==> config.mk <==
export PLATFORM = sky130hd
export DESIGN_NAME = abps_cfg_regs
export DESIGN_NICKNAME = d
export VERILOG_FILES = /design/src/rtl/core/abps_pkg.sv /design/src/rtl/core/abps_cfg_regs.sv
export SDC_FILE = /design/constraint.sdc
export NUM_CORES = 1
export LEC_CHECK = 0
export ABC_AREA = 1
export BUFFER_PORTS_ARGS = -buffer_cell sky130_fd_sc_hd__buf_2
export CAP_MARGIN = 10
export CELL_PAD_IN_SITES_DETAIL_PLACEMENT = 2
export CELL_PAD_IN_SITES_GLOBAL_PLACEMENT = 2
export CORE_MARGIN = 2
export CORE_UTILIZATION = 28
export DETAILED_ROUTE_END_ITERATION = 10
export GPL_TIMING_DRIVEN = 0
export HOLD_SLACK_MARGIN = 0.12
export PLACE_DENSITY = 0.91
export SLEW_MARGIN = 20
export SYNTH_ARGS = -nofsm -noshare
export SYNTH_HDL_FRONTEND = slang
export SYNTH_SLANG_ARGS = --single-unit
==> constraint.sdc <==
create_clock -name i_clk -period 2.95 [get_ports i_clk]
set_clock_uncertainty 0.05 [all_clocks]
set_input_delay 0.885 -clock i_clk [delete_from_list [all_inputs] [get_ports i_clk]]
set_output_delay 0.885 -clock i_clk [all_outputs]
set_load 0.005 [all_outputs]
==> src/rtl/core/abps_pkg.sv <==
// Shared types and constants for the alpha blend pixel store core.
// No dependencies; imported by every module of the block.
package abps_pkg;

    localparam int CFG_IDX_W  = 3;
    localparam int CFG_DATA_W = 7;
    localparam int COORD_W    = 16;
    localparam int CH_W       = 8;
    localparam int PIX_W      = 32;

    localparam logic OP_DRAW = 1'b0;
    localparam logic OP_READ = 1'b1;

    localparam logic [CH_W-1:0] ROUND_BIAS = 8'd127;
    localparam logic [CH_W-1:0] ALPHA_FULL = 8'hFF;

    typedef enum logic [2:0] {
        S_CLEAR,
        S_IDLE,
        S_ADDR,
        S_READ,
        S_MUL,
        S_DONE
    } t_state;

    typedef enum logic [CFG_IDX_W-1:0] {
        REG_CLIP_X      = 3'd0,
        REG_CLIP_Y      = 3'd1,
        REG_CLIP_WIDTH  = 3'd2,
        REG_CLIP_HEIGHT = 3'd3,
        REG_PACK_MODE   = 3'd4,
        REG_RED_BITS    = 3'd5,
        REG_GREEN_BITS  = 3'd6,
        REG_BLUE_BITS   = 3'd7
    } t_cfg_reg;

    typedef struct packed {
        logic [6:0] clip_x;
        logic [6:0] clip_y;
        logic [6:0] clip_width;
        logic [6:0] clip_height;
        logic       pack_mode;
        logic [3:0] red_bits;
        logic [3:0] green_bits;
        logic [3:0] blue_bits;
    } t_cfg;

    typedef struct packed {
        logic [CH_W-1:0] alpha;
        logic [CH_W-1:0] red;
        logic [CH_W-1:0] green;
        logic [CH_W-1:0] blue;
    } t_color;

endpackage

==> src/rtl/core/abps_cfg_regs.sv <==
// Configuration register bank: clip rectangle, pack mode, channel sizes.
// Depends on abps_pkg.
module abps_cfg_regs (
    input  logic                            i_clk,
    input  logic                            i_rst_n,
    input  logic                            i_cfg_valid,
    output logic                            o_cfg_ready,
    input  logic [abps_pkg::CFG_IDX_W-1:0]  i_cfg_index,
    input  logic [abps_pkg::CFG_DATA_W-1:0] i_cfg_data,
    output abps_pkg::t_cfg                  o_cfg
);
    import abps_pkg::*;

    t_cfg r_cfg;

    assign o_cfg_ready = 1'b1;
    assign o_cfg       = r_cfg;

    always_ff @(posedge i_clk) begin
        if (!i_rst_n) begin
            r_cfg.clip_x      <= 7'd0;
            r_cfg.clip_y      <= 7'd0;
            r_cfg.clip_width  <= 7'd64;
            r_cfg.clip_height <= 7'd64;
            r_cfg.pack_mode   <= 1'b1;
            r_cfg.red_bits    <= 4'd8;
            r_cfg.green_bits  <= 4'd8;
            r_cfg.blue_bits   <= 4'd8;
        end else if (i_cfg_valid) begin
            unique case (t_cfg_reg'(i_cfg_index))
                REG_CLIP_X:      r_cfg.clip_x      <= i_cfg_data;
                REG_CLIP_Y:      r_cfg.clip_y      <= i_cfg_data;
                REG_CLIP_WIDTH:  r_cfg.clip_width  <= i_cfg_data;
                REG_CLIP_HEIGHT: r_cfg.clip_height <= i_cfg_data;
                REG_PACK_MODE:   r_cfg.pack_mode   <= i_cfg_data[0];
                REG_RED_BITS:    r_cfg.red_bits    <= i_cfg_data[3:0];
                REG_GREEN_BITS:  r_cfg.green_bits  <= i_cfg_data[3:0];
                REG_BLUE_BITS:   r_cfg.blue_bits   <= i_cfg_data[3:0];
                default: ;
            endcase
        end
    end

endmodule

# After elaboration in Yosys (flattened, before gate mapping)
# Index checks and enable logic that the tools add are counted.
word_totals:
  register_bits: 41
  in_bits: 13
  out_inout_bits: 42
  elab_cells: 24
classes:
  n_eq_ne: 7
  n_reduce_logical: 9
op_table:
  columns: ["operator", "n"]
  rows:
  - ["2-bit AND reduction", 8]
  - ["3-bit == test (second input constant)", 4]
  - ["3-bit by 2-bit == test with 1-bit output (second input constant)", 2]
  - ["3-bit by 1-bit == test with 1-bit output (second input constant)", 1]
  - ["3-bit logical NOT", 1]

# Longest topological paths before layout
logic_depth:
  depth_word: 2
  depth_mapped: 6
  depth_no_buf: 5

# Worst setup path before layout
# Ideal clock, no wire load.
synth_timing:
  kind: "input -> register"
  start: "input i_rst_n"
  end: "register r_cfg, in the netlist o_cfg[12]"
  setup_ps: 134
  t_arrival_ps: 1396
  required_time_ps: 2766
  setup_slack_ps: 1370
  cell_stages: 3
  n_path_buf: 2
  path_cell_list: "clkbuf_1 clkbuf_1 nand3_1"
synth_rtl:
  columns: ["element", "line", "text"]
  rows:
  - ["start, declared", "abps_cfg_regs.sv:5", "input logic i_rst_n,"]
  - ["end, declared", "abps_cfg_regs.sv:14", "t_cfg r_cfg;"]
# No word-level cell between the ends.

# Worst setup path after layout
layout_timing:
  start: "input i_cfg_index[1] (netlist bit)"
  end: "register r_cfg, in the netlist o_cfg[30]"
layout_between:
  elab_chain_cells: 2
layout_lines:
  columns: ["element", "line", "text"]
  rows:
  - ["start, declared", "abps_cfg_regs.sv:8", "input logic [abps_pkg::CFG_IDX_W-1:0] i_cfg_index,"]
  - ["3-bit by 1-bit == test with 1-bit output", "abps_cfg_regs.sv:30", "unique case (t_cfg_reg'(i_cfg_index))"]
  - ["2-bit AND reduction (no source line)", null, null]
# Every way passes these cells.
# A chain may end at the register's enable or synchronous reset.

==> impl_results.md <==
- Maxcap violations: 0
- Vias: 1,710
- Sequential-to-total area share from yosys stat: 49.4%
- Clock Sinks: 41
- Die area: 0.00657 sq mm
- Slew Viols, Final: 0
- Layout fillers: 742
- Rows: 28
- Finished Layout Cells: 372
- IO buf count: 52
- Global route overflow: 0
- Vias in the first global route: 1,812
- Mapped Avg Cell Area: 6.96 sq um
- Worst Max-Slew Pin Slew: 595 ps
- GRT Total Usage: 17.6%
- Remaining DRCs: 0
- Final setup vio count: 0
- Crit. Startpoint: i_cfg_index[1]
- HPWL Detailed: 4020 microns
- Synth top area cells: dfxtp_1 (49%), nor2_1 (17%), nand3_1 (12%), nand2_1 (11%), inv_1 (2.7%)
- Highest-delay cell along the critical path: nor2_1
- Worst hold path type: register to register
- Worst skew pair latency: 280 ps
- Buffer count from post-CTS setup fixing: 0
- Post-synth top area share: 49.4%
- F_max: 568 MHz
- Max transition margin: 60.2%
- Routability Congestion: 0.728
- Final #Nets: 311
- I/O pins: 55
- Routed WL: 5210 microns
- Final min period: 1760 ps
- Largest register FFs: 41
- Startpoint Class: input port
- Die X-Extent: 81.1 microns
- FF-to-FF Start: o_cfg[11]
- Worst path cell trace: buf_2, inv_1, nand2_1, nor2_1, nor2_1, nor2_1
- Syn Std Cell Area: 0.00166 sq mm
- CP peak stage delay: 470 ps
- Status: finished, final reports clean
- P_leak: 1.01 nW
- Root Buffer: clkbuf_8
- Req. time, crit path: 3130 ps
- DR iter-0 viols: 25
- Initial antenna violation count: 0
- Drt wl/cell: 14.0 microns
- Crit Path Class: input port to register
- Core Area: 0.00582 sq mm
- Syn nets: 252
- Fraction of layout cells with a size suffix above 1: 23.2%
- YS warnings: 0
- Seq cells post-synth: 41
- Post-DRT Antenna Nets: 0
- Core Util, Final: 36.0%
- Via density: 4.60
- Largest net degree at the start of global routing: 12
- Fin. Hold Viols: 0
- Synth area leader: dfxtp_1
- Ant diodes: 0
- # resized after CTS: 0
- Tcrit/Tclk final: 59.7%
- Arrival time worst endpoint: 1940 ps
- RSZ-0062 raised after global routing: no
- Die Y: 81.1 microns
- Pwr/cell area: 504 mW/mm^2
- Netlist cell types: 14
- Setup_tns: 0 ps
- CP Capture Type: register
- Hold buffer count at CTS: 0
- First-pass GRT wire length: 8560 microns
- Clk slew on worst S/H paths: 80 ps
- Max Buffers Root-to-Sink: 2
- Cell count after synthesis: 239
- Inserted Clock Buffers: 5
- Peak supply drop: 0.203 mV
- TritonCTS clock tree: built
- H-tree depth: 2
- Initial Utilization: 28.6%
- Hold path start: o_cfg[24]
- 1st-pass router iterations: 4
- Post-placement cell count: 366
- CP max FO: 7
- Area delta synth->final: 25.7%
- Most used cell, CP: nor2_1
area by class of cell:
| cell class | count | area (sq um) | area share (%) |
|---|---|---|---|
| timing repair buffer | 52 | 260 | 12.4 |
| clock buffer | 5 | 68.8 | 3.29 |
| multi-input combinational | 177 | 752 | 36.0 |
| buffer | 8 | 41.3 | 1.97 |
| tap | 75 | 93.8 | 4.49 |
| clock inverter | 1 | 5.00 | 0.239 |
| sequential | 41 | 821 | 39.3 |
| inverter | 13 | 48.8 | 2.33 |
Yosys cell counts:
cell type  instances
nor2_2             3
nand3_1           39
buf_4              3
clkbuf_1           3
dfxtp_1           41
nand2_1           50
inv_2              1
o21ai_0            5
nor2_1            75
buf_1              2
inv_1             12
conb_1             1
nor2_4             3
nand2_2            1
logic make-up (layout without fill, tap and decap cells):
group / count (synthesis) / in the layout / synth area share (%)
AO/OA/AOI/OAI: 5 / 5 / 1.50
flip-flops: 41 / 41 / 49.4
AND/OR/NAND/NOR: 171 / 171 / 43.5
other: 1 / 1 / 0.226
buffers and inverters: 21 / 79 / 5.42
path summary, 6_finish.rpt:
path	cells past startpoint	end	slack, ps
max	6	o_cfg[30]	1190
min	2	o_cfg[24]	430
max reg2reg	2	o_cfg[11]	2280
min reg2reg	2	o_cfg[24]	430
power by group:
| part | switching (mW) | leakage [nW] | total (mW) | internal [mW] |
|---|---|---|---|---|
| logic | 0.0855 | 0.636 | 0.132 | 0.0461 |
| registers | 0.00953 | 0.333 | 0.582 | 0.573 |
| clock network | 0.183 | 0.0399 | 0.339 | 0.156 |
metrics by stage:
step | hold slack, ps | area, sq um | power [mW] | worst slack, ps
after detailed placement | 426 | 2020 | 0.729 | 872
after global placement | 413 | 2020 | 0.722 | 1010
after global routing | 459 | 2090 | 1.12 | 1080
after CTS | 444 | 2090 | 1.07 | 1170
final | 433 | 2090 | 1.05 | 1190
after floorplan | 414 | 1660 | 0.671 | 1370
layout by cell type (no fill, tap or decap), types with 5 or more instances in the layout:
cell type / instances
inv_1: 12
nand2_1: 50
nand3_1: 39
buf_2: 52
dfxtp_1: 41
clkbuf_8: 5
o21ai_0: 5
nor2_1: 75
metal layers:
metal	part of all wire [%]	routed length [microns]	track usage, %	vias up
met5	0	0	0	-
met4	1.1	56	6.10	0
met3	3.3	173	3.78	4
met2	52	2700	32.1	30
met1	44	2280	20.2	818
li1	-	-	-	858
worst max-delay path: cells and delay by family:
family,cells,cell delay [ps]
simple gates,4,790
buf+inv,2,250
No activity file was read; power rests on OpenSTA's default activity.
