**src/rtl/core/abps_pkg.sv**
```systemverilog
// Shared types and constants for the alpha blend pixel store core.
// No dependencies; imported by every module of the block.
package abps_pkg;

    localparam int CFG_IDX_W  = 3;
    localparam int CFG_DATA_W = 7;
    localparam int COORD_W    = 16;
    localparam int CH_W       = 8;
    localparam int PIX_W      = 32;

    localparam logic OP_DRAW = 1'b0;
    localparam logic OP_READ = 1'b1;

    localparam logic [CH_W-1:0] ROUND_BIAS = 8'd127;
    localparam logic [CH_W-1:0] ALPHA_FULL = 8'hFF;

    typedef enum logic [2:0] {
        S_CLEAR,
        S_IDLE,
        S_ADDR,
        S_READ,
        S_MUL,
        S_DONE
    } t_state;

    typedef enum logic [CFG_IDX_W-1:0] {
        REG_CLIP_X      = 3'd0,
        REG_CLIP_Y      = 3'd1,
        REG_CLIP_WIDTH  = 3'd2,
        REG_CLIP_HEIGHT = 3'd3,
        REG_PACK_MODE   = 3'd4,
        REG_RED_BITS    = 3'd5,
        REG_GREEN_BITS  = 3'd6,
        REG_BLUE_BITS   = 3'd7
    } t_cfg_reg;

    typedef struct packed {
        logic [6:0] clip_x;
        logic [6:0] clip_y;
        logic [6:0] clip_width;
        logic [6:0] clip_height;
        logic       pack_mode;
        logic [3:0] red_bits;
        logic [3:0] green_bits;
        logic [3:0] blue_bits;
    } t_cfg;

    typedef struct packed {
        logic [CH_W-1:0] alpha;
        logic [CH_W-1:0] red;
        logic [CH_W-1:0] green;
        logic [CH_W-1:0] blue;
    } t_color;

endpackage

```
**src/rtl/core/abps_blend_unit.sv**
```systemverilog
// Arithmetic for one item: coverage-scaled alpha, source-over blend and
// scan-out repacking, in registered steps. Depends on abps_pkg.
module abps_blend_unit #(
    parameter int RED_SHIFT   = 16,
    parameter int GREEN_SHIFT = 8,
    parameter int BLUE_SHIFT  = 0
) (
    input  logic                        i_clk,
    input  logic                        i_op,
    input  abps_pkg::t_color            i_color,
    input  logic [abps_pkg::CH_W-1:0]   i_coverage,
    input  abps_pkg::t_cfg              i_cfg,
    input  logic [abps_pkg::PIX_W-1:0]  i_dst,
    output logic [abps_pkg::PIX_W-1:0]  o_result
);
    import abps_pkg::*;

    localparam bit NATIVE_SHIFTS = (RED_SHIFT == 16) && (GREEN_SHIFT == 8) &&
                                   (BLUE_SHIFT == 0);

    function automatic logic [CH_W-1:0] div255(input logic [15:0] v);
        logic [16:0] t;
        t = {1'b0, v} + 17'(v[15:8]) + 17'd1;
        return t[15:8];
    endfunction

    function automatic logic [CH_W-1:0] top_of(input logic [3:0] size);
        logic [8:0] t;
        t = (9'd1 << size[2:0]) - 9'd1;
        return t[7:0];
    endfunction

    logic [15:0]      r_prod_a;
    logic [CH_W-1:0]  r_alpha;
    logic [15:0]      r_sum [4];
    logic [15:0]      n_sum [4];
    logic [PIX_W-1:0] r_dst;

    logic [CH_W-1:0]  inv;
    logic [CH_W-1:0]  dst_ch [4];
    logic [CH_W-1:0]  src_ch [4];
    logic [3:0]       size_ch [4];
    logic [CH_W-1:0]  quo [4];
    logic [CH_W-1:0]  pk_ch [4];
    logic [PIX_W-1:0] src_word;
    logic [PIX_W-1:0] blend_word;
    logic [PIX_W-1:0] draw_word;
    logic [PIX_W-1:0] pack_word;
    logic [PIX_W-1:0] read_word;
    logic             native;

    assign inv = ALPHA_FULL - r_alpha;

    always_comb begin
        src_ch[0]  = r_alpha;
        src_ch[1]  = i_color.red;
        src_ch[2]  = i_color.green;
        src_ch[3]  = i_color.blue;
        size_ch[0] = 4'd0;
        size_ch[1] = i_cfg.red_bits;
        size_ch[2] = i_cfg.green_bits;
        size_ch[3] = i_cfg.blue_bits;
        for (int c = 0; c < 4; c++) begin
            dst_ch[c] = i_dst[PIX_W-1-CH_W*c -: CH_W];
            if (i_op == OP_READ) begin
                n_sum[c] = 16'(dst_ch[c]) * 16'(top_of(size_ch[c])) + 16'(ROUND_BIAS);
            end else if (c == 0) begin
                n_sum[c] = 16'(dst_ch[c]) * 16'(inv) + 16'(ROUND_BIAS);
            end else begin
                n_sum[c] = 16'(src_ch[c]) * 16'(r_alpha) +
                           16'(dst_ch[c]) * 16'(inv) + 16'(ROUND_BIAS);
            end
        end
    end

    always_ff @(posedge i_clk) begin
        r_prod_a <= 16'(i_coverage) * 16'(i_color.alpha) + 16'(ROUND_BIAS);
        r_alpha  <= div255(r_prod_a);
        r_dst    <= i_dst;
        for (int c = 0; c < 4; c++) begin
            r_sum[c] <= n_sum[c];
        end
    end

    always_comb begin
        for (int c = 0; c < 4; c++) begin
            quo[c] = div255(r_sum[c]);
            if (size_ch[c] == 4'd0) begin
                pk_ch[c] = '0;
            end else if (size_ch[c] >= 4'd8) begin
                pk_ch[c] = r_dst[PIX_W-1-CH_W*c -: CH_W];
            end else begin
                pk_ch[c] = quo[c];
            end
        end
        src_word   = {r_alpha, i_color.red, i_color.green, i_color.blue};
        blend_word = {r_alpha + quo[0], quo[1], quo[2], quo[3]};
        if (r_alpha == '0) begin
            draw_word = r_dst;
        end else if (r_alpha == ALPHA_FULL) begin
            draw_word = src_word;
        end else begin
            draw_word = blend_word;
        end
        native = !i_cfg.pack_mode ||
                 (NATIVE_SHIFTS && i_cfg.red_bits == 4'd8 &&
                  i_cfg.green_bits == 4'd8 && i_cfg.blue_bits == 4'd8);
        pack_word = (PIX_W'(pk_ch[1]) << RED_SHIFT) |
                    (PIX_W'(pk_ch[2]) << GREEN_SHIFT) |
                    (PIX_W'(pk_ch[3]) << BLUE_SHIFT);
        read_word = native ? r_dst : pack_word;
        o_result  = (i_op == OP_READ) ? read_word : draw_word;
    end

endmodule

```
**config.mk**
```make
export PLATFORM = sky130hd
export DESIGN_NAME = abps_blend_unit
export DESIGN_NICKNAME = d
export VERILOG_FILES = /design/src/rtl/core/abps_pkg.sv /design/src/rtl/core/abps_blend_unit.sv
export SDC_FILE = /design/constraint.sdc
export NUM_CORES = 2
export LEC_CHECK = 0
export BUFFER_PORTS_ARGS = -buffer_cell sky130_fd_sc_hd__buf_2
export CORE_MARGIN = 1.5
export CORE_UTILIZATION = 45
export DETAILED_ROUTE_END_ITERATION = 12
export PLACE_DENSITY = 0.66
export REMOVE_ABC_BUFFERS = 1
export SYNTH_ARGS = -nofsm -noshare
export SYNTH_HDL_FRONTEND = slang
export SYNTH_SLANG_ARGS = --single-unit
```
**constraint.sdc**
```tcl
create_clock -name i_clk -period 12.8 [get_ports i_clk]
set_input_delay 1.28 -clock i_clk [delete_from_list [all_inputs] [get_ports i_clk]]
set_output_delay 1.28 -clock i_clk [all_outputs]
set_load 0.01 [all_outputs]
```
* Word level (Yosys, flattened, before mapping)
Memory sizes are Yosys's and may differ from the RTL's. Index checks and enable logic that the tools add are counted.
Storage, ports and cells: register bits 56, latch bits 0, memory bits (writable) 64, ROM bits 0, memories kept 1
Cells by class: add/sub/neg operators 26, multiply operators 11, divide/modulo/power cells 0, order comparisons 3, equal/unequal tests 4, shift operators 3, multiplexer cells 14, bitwise gates (word level) 2, reductions and logical operators 8
Memory list:
- r_sum | words 4, bits a word 16, rd ports 4, clocked after memory_dff 0, write ports 4, line abps_blend_unit.sv:35 | logic [15:0] r_sum [4];
Operators with widths (count):
- multiplier 8 x 8 -> 16 bit | 11
- adder 16 x 7 -> 16 bit (second input constant) | 8
- two-way mux 32 bit | 4
- adder 16 x 1 -> 16 bit (second input constant) | 5
- adder 16 x 8 -> 16 bit | 5
- two-way mux 16 bit | 4
- adder 16 bit | 3
- two-way mux 8 bit | 6
- OR 24 x 16 -> 24 bit | 1
- OR 24 x 8 -> 24 bit | 1
- << shifter 1 x 3 -> 8 bit (first input constant) | 3
- subtractor 8 x 1 -> 8 bit (second input constant) | 3
- equality test 4 bit (second input constant) | 3
- greater-or-equal comparator 4 bit (second input constant) | 3
- logical NOT 4 bit | 3
- adder 8 bit | 1
- equality test 8 bit (second input constant) | 1
- logical NOT 8 bit | 1
- subtractor 8 bit (first input constant) | 1
- logical AND 1 bit | 2
- logical NOT 1 bit | 1
- logical OR 1 bit | 1

* Longest topological paths before layout
An unclocked memory read counts as a cell.
word-level depth 9, depth in mapped cells 25

* Least setup slack after synthesis
No wires, ideal clock.
kind in2reg, start point input port i_color[22] (netlist name), end point memory r_sum[1][15], setup time 117 ps, data arrival time 6271 ps, required time 12683 ps, path slack 6412 ps, stages 18, buffers on the path 1, cell sequence clkbuf_1 > nand2_1 > fa_1 > fa_1 > inv_1 > fa_1 > fa_1 > fa_1 > inv_1 > fa_1 > inv_1 > ha_1 > o21a_1 > o21ai_0 > a21oi_1 > o211a_1 > or4_1 > a32o_1
RTL lines:
- start, declared | line abps_blend_unit.sv:10 | input abps_pkg::t_color i_color,
- end, declared | line abps_blend_unit.sv:35

==> impl_metrics.tcl <==
set metrics [dict create \
    cp_common_cell "fa_1" \
    synth-main-ff-cell "dfxtp_1" \
    path_clk_slew_ns 0.06 \
    hold_buffers 0 \
    start_kind "input port" \
    finalHoldViolations 0 \
    yosysSeqAreaShare_pct 7.90 \
    cts_made_buffers 17 \
    dp_hpwl_um 55000 \
    ys_seq_elements 120 \
    place_congestion 0.830 \
    synth_compound_area_share_pct 9.58 \
    wire_per_inst_um 16.3 \
    maxCapViolCount 0 \
    die_width_um 263 \
    firstDrtPassIters 6 \
    layout_common_cells "inv_1 (679), fa_1 (520), ha_1 (385), nand2_1 (276), nand2b_1 (195)" \
    clkSinkCount 120 \
    layout.nets 4510 \
    finalSetupViolations 0 \
    fp-row-count 95 \
    wirelength_um 71500 \
    vias 22900 \
    path_cells "buf_2 > nor3_2 > clkinv_1 > ha_1 > nor2_1 > mux2i_1 > o21ai_0 > and2_1 > fa_1 > fa_1 > fa_1 > inv_1 > fa_1 > inv_1 > ha_1 > o21a_1 > or3_1 > o211ai_1 > o22ai_1 > mux2_2 > o21ai_0" \
    worstMarginPinSlew_ns 1.22 \
    cpPeakStageDelay_ns 0.72 \
    core_mm2 0.0670 \
    synth_top_area_share_pct 34.2 \
    synthSimpleGateAreaFrac_pct 17.8 \
    post_cts_buffers 0 \
    syn_avg_cell_area_um2 8.80 \
    slew_viol_final 0 \
    syn_area_mm2 0.0304 \
    highest_layer "met5" \
    clock_skew_ns 0.00616 \
    route.detailed.drc 0 \
    die_area_mm2 0.0691 \
    hold_slack_ns 0.470 \
    grt-ovfl-total 0 \
    cts.path.max_buffers 2 \
    worstPathArrival_ns 7.64 \
    start_util_pct 45.3 \
    via_per_inst 5.23 \
    grt_first_pass_wirelength_um 121000 \
    track_usage_pct 21.7 \
    drt_iter0_drc 1249 \
    synth_top_family_by_area "adder cells" \
    multi_input_area_mm2 0.0250 \
    fin_crit_sh_pct 57.3 \
    crit_slowest_cell "o21ai_0" \
    ys_warn_count 0 \
    end_kind "register" \
    wl_met1_um 31200 \
    worstPathRequired_ns 13.10 \
    status "finished clean" \
    place.port_buffers 118 \
    max_freq_mhz 136 \
    hp-class "register to register" \
    synth_xor_area_share_pct 3.86 \
    ys_async_sr_fraction_pct 0 \
    rsz0062_at_grt "no" \
    register_area_mm2 0.00241 \
    die_y_um 263 \
    yosys.area.top_type "fa_1" \
    syn2layout_area_growth_pct 6.46 \
    boundaryPins 147 \
    final_common_cell "inv_1" \
    htreeDepth 4 \
    period_needed_ns 7.34 \
    grt_max_degree 81 \
    ctsResizeCount 0 \
    final_core_util_pct 48.3 \
    synthTopCellsByArea "fa_1 (34%), ha_1 (16%), inv_1 (8.4%), dfxtp_1 (7.9%), nand2b_1 (4.0%)" \
    synth_cell_type_count 71 \
    netlist_instances 3456 \
    detail-route-antenna-nets 0 \
    grt_pass1_vias 24000 \
    fillCellCount 6488 \
    antenna_found_initial 6 \
    relSlewSlack_pct 17.3 \
    cts_tree "yes" \
    synth_edf_count 0 \
    root_buffer "clkbuf_16" \
    met3_length_um 4130 \
    clk_latency_ns 0.46 \
    synth-adder-area-share_pct 50.1 \
    muxShareOfSynthArea_pct 0.634 \
    cp_max_fo 20 \
    drive_gt1_share_pct 5.74 \
    finalSetupTns_ns 0 \
    critPathKind "input port to register" \
    wl_met2_um 34800 \
]
==> layer usage <==
layer | vias to the layer above | global-route usage (%)
met5 | - | 0
met4 | 10 | 5.05
met3 | 79 | 3.53
met2 | 524 | 37.7
met1 | 11400 | 28.4
li1 | 10900 | -
==> registers in the layout, summed over array words and instances (netlist names) <==
register  count
r_alpha       8
r_prod_a     16
r_sum        64
r_dst        32
==> layout make-up <==
class	instances	share of cell area (%)
Clock inverter	15	0.541
Sequential cell	120	7.45
Tap cell	873	3.38
Clock buffer	17	1.31
Multi-Input combinational cell	2538	77.3
Timing Repair Buffer	132	2.16
Antenna cell	1	0.00773
Inverter	681	7.90
==> cells in the mapped netlist, drive strengths merged (42+ instances only) <==
master    n
inv     680
fa      520
ha      385
nand2   276
nand2b  195
and2    194
clkbuf  124
dfxtp   120
nor2b   115
a21oi   107
nor2    104
o21ai    78
xnor2    77
xor2     57
a21o     42
==> final timing paths <==
check	cells after the start	to	slack, ns	from
hold reg to reg	1	r_alpha[7]$_DFF_P_	0.47	r_prod_a[15]$_DFF_P_
setup reg to reg	21	r_sum[2][14]$_DFF_P_	6.21	r_alpha[2]$_DFF_P_
setup / recovery	21	r_sum[1][14]$_DFF_P_	5.46	i_cfg[10]
hold / removal	1	r_alpha[7]$_DFF_P_	0.47	r_prod_a[15]$_DFF_P_
==> critical path, delay by kind of cell <==
kind | cells | cell delay [ns]
AO/OA/AOI/OAI | 5 | 1.27
buffers and inverters | 4 | 0.88
multiplexers | 2 | 0.32
adder cells (fa/ha/maj) | 6 | 2.69
AND/OR/NAND/NOR | 4 | 1.21
==> kinds of logic after synthesis <==
kind of cell,Yosys count
and+or+nand+nor,1020
adders and majority gates,905
AOI/OAI and AO/OA,437
DFF,120
buffers and inverters,820
muxes,18
xor gates and xnor gates,134
other,2
==> per-stage QoR <==
stage	cell area (um^2)	setup slack, ns	std cells
2_1_floorplan	30000	6.54	3339
3_3_place_gp	31800	5.13	4344
3_5_place_dp	31800	4.98	4344
4_1_cts	32400	5.47	4376
5_1_grt	32400	5.12	4377
6_report	32400	5.46	4377
Power is left out: the tool's default activity adds up to more than one toggle a clock period on the data nets, which glitch-free logic cannot reach.
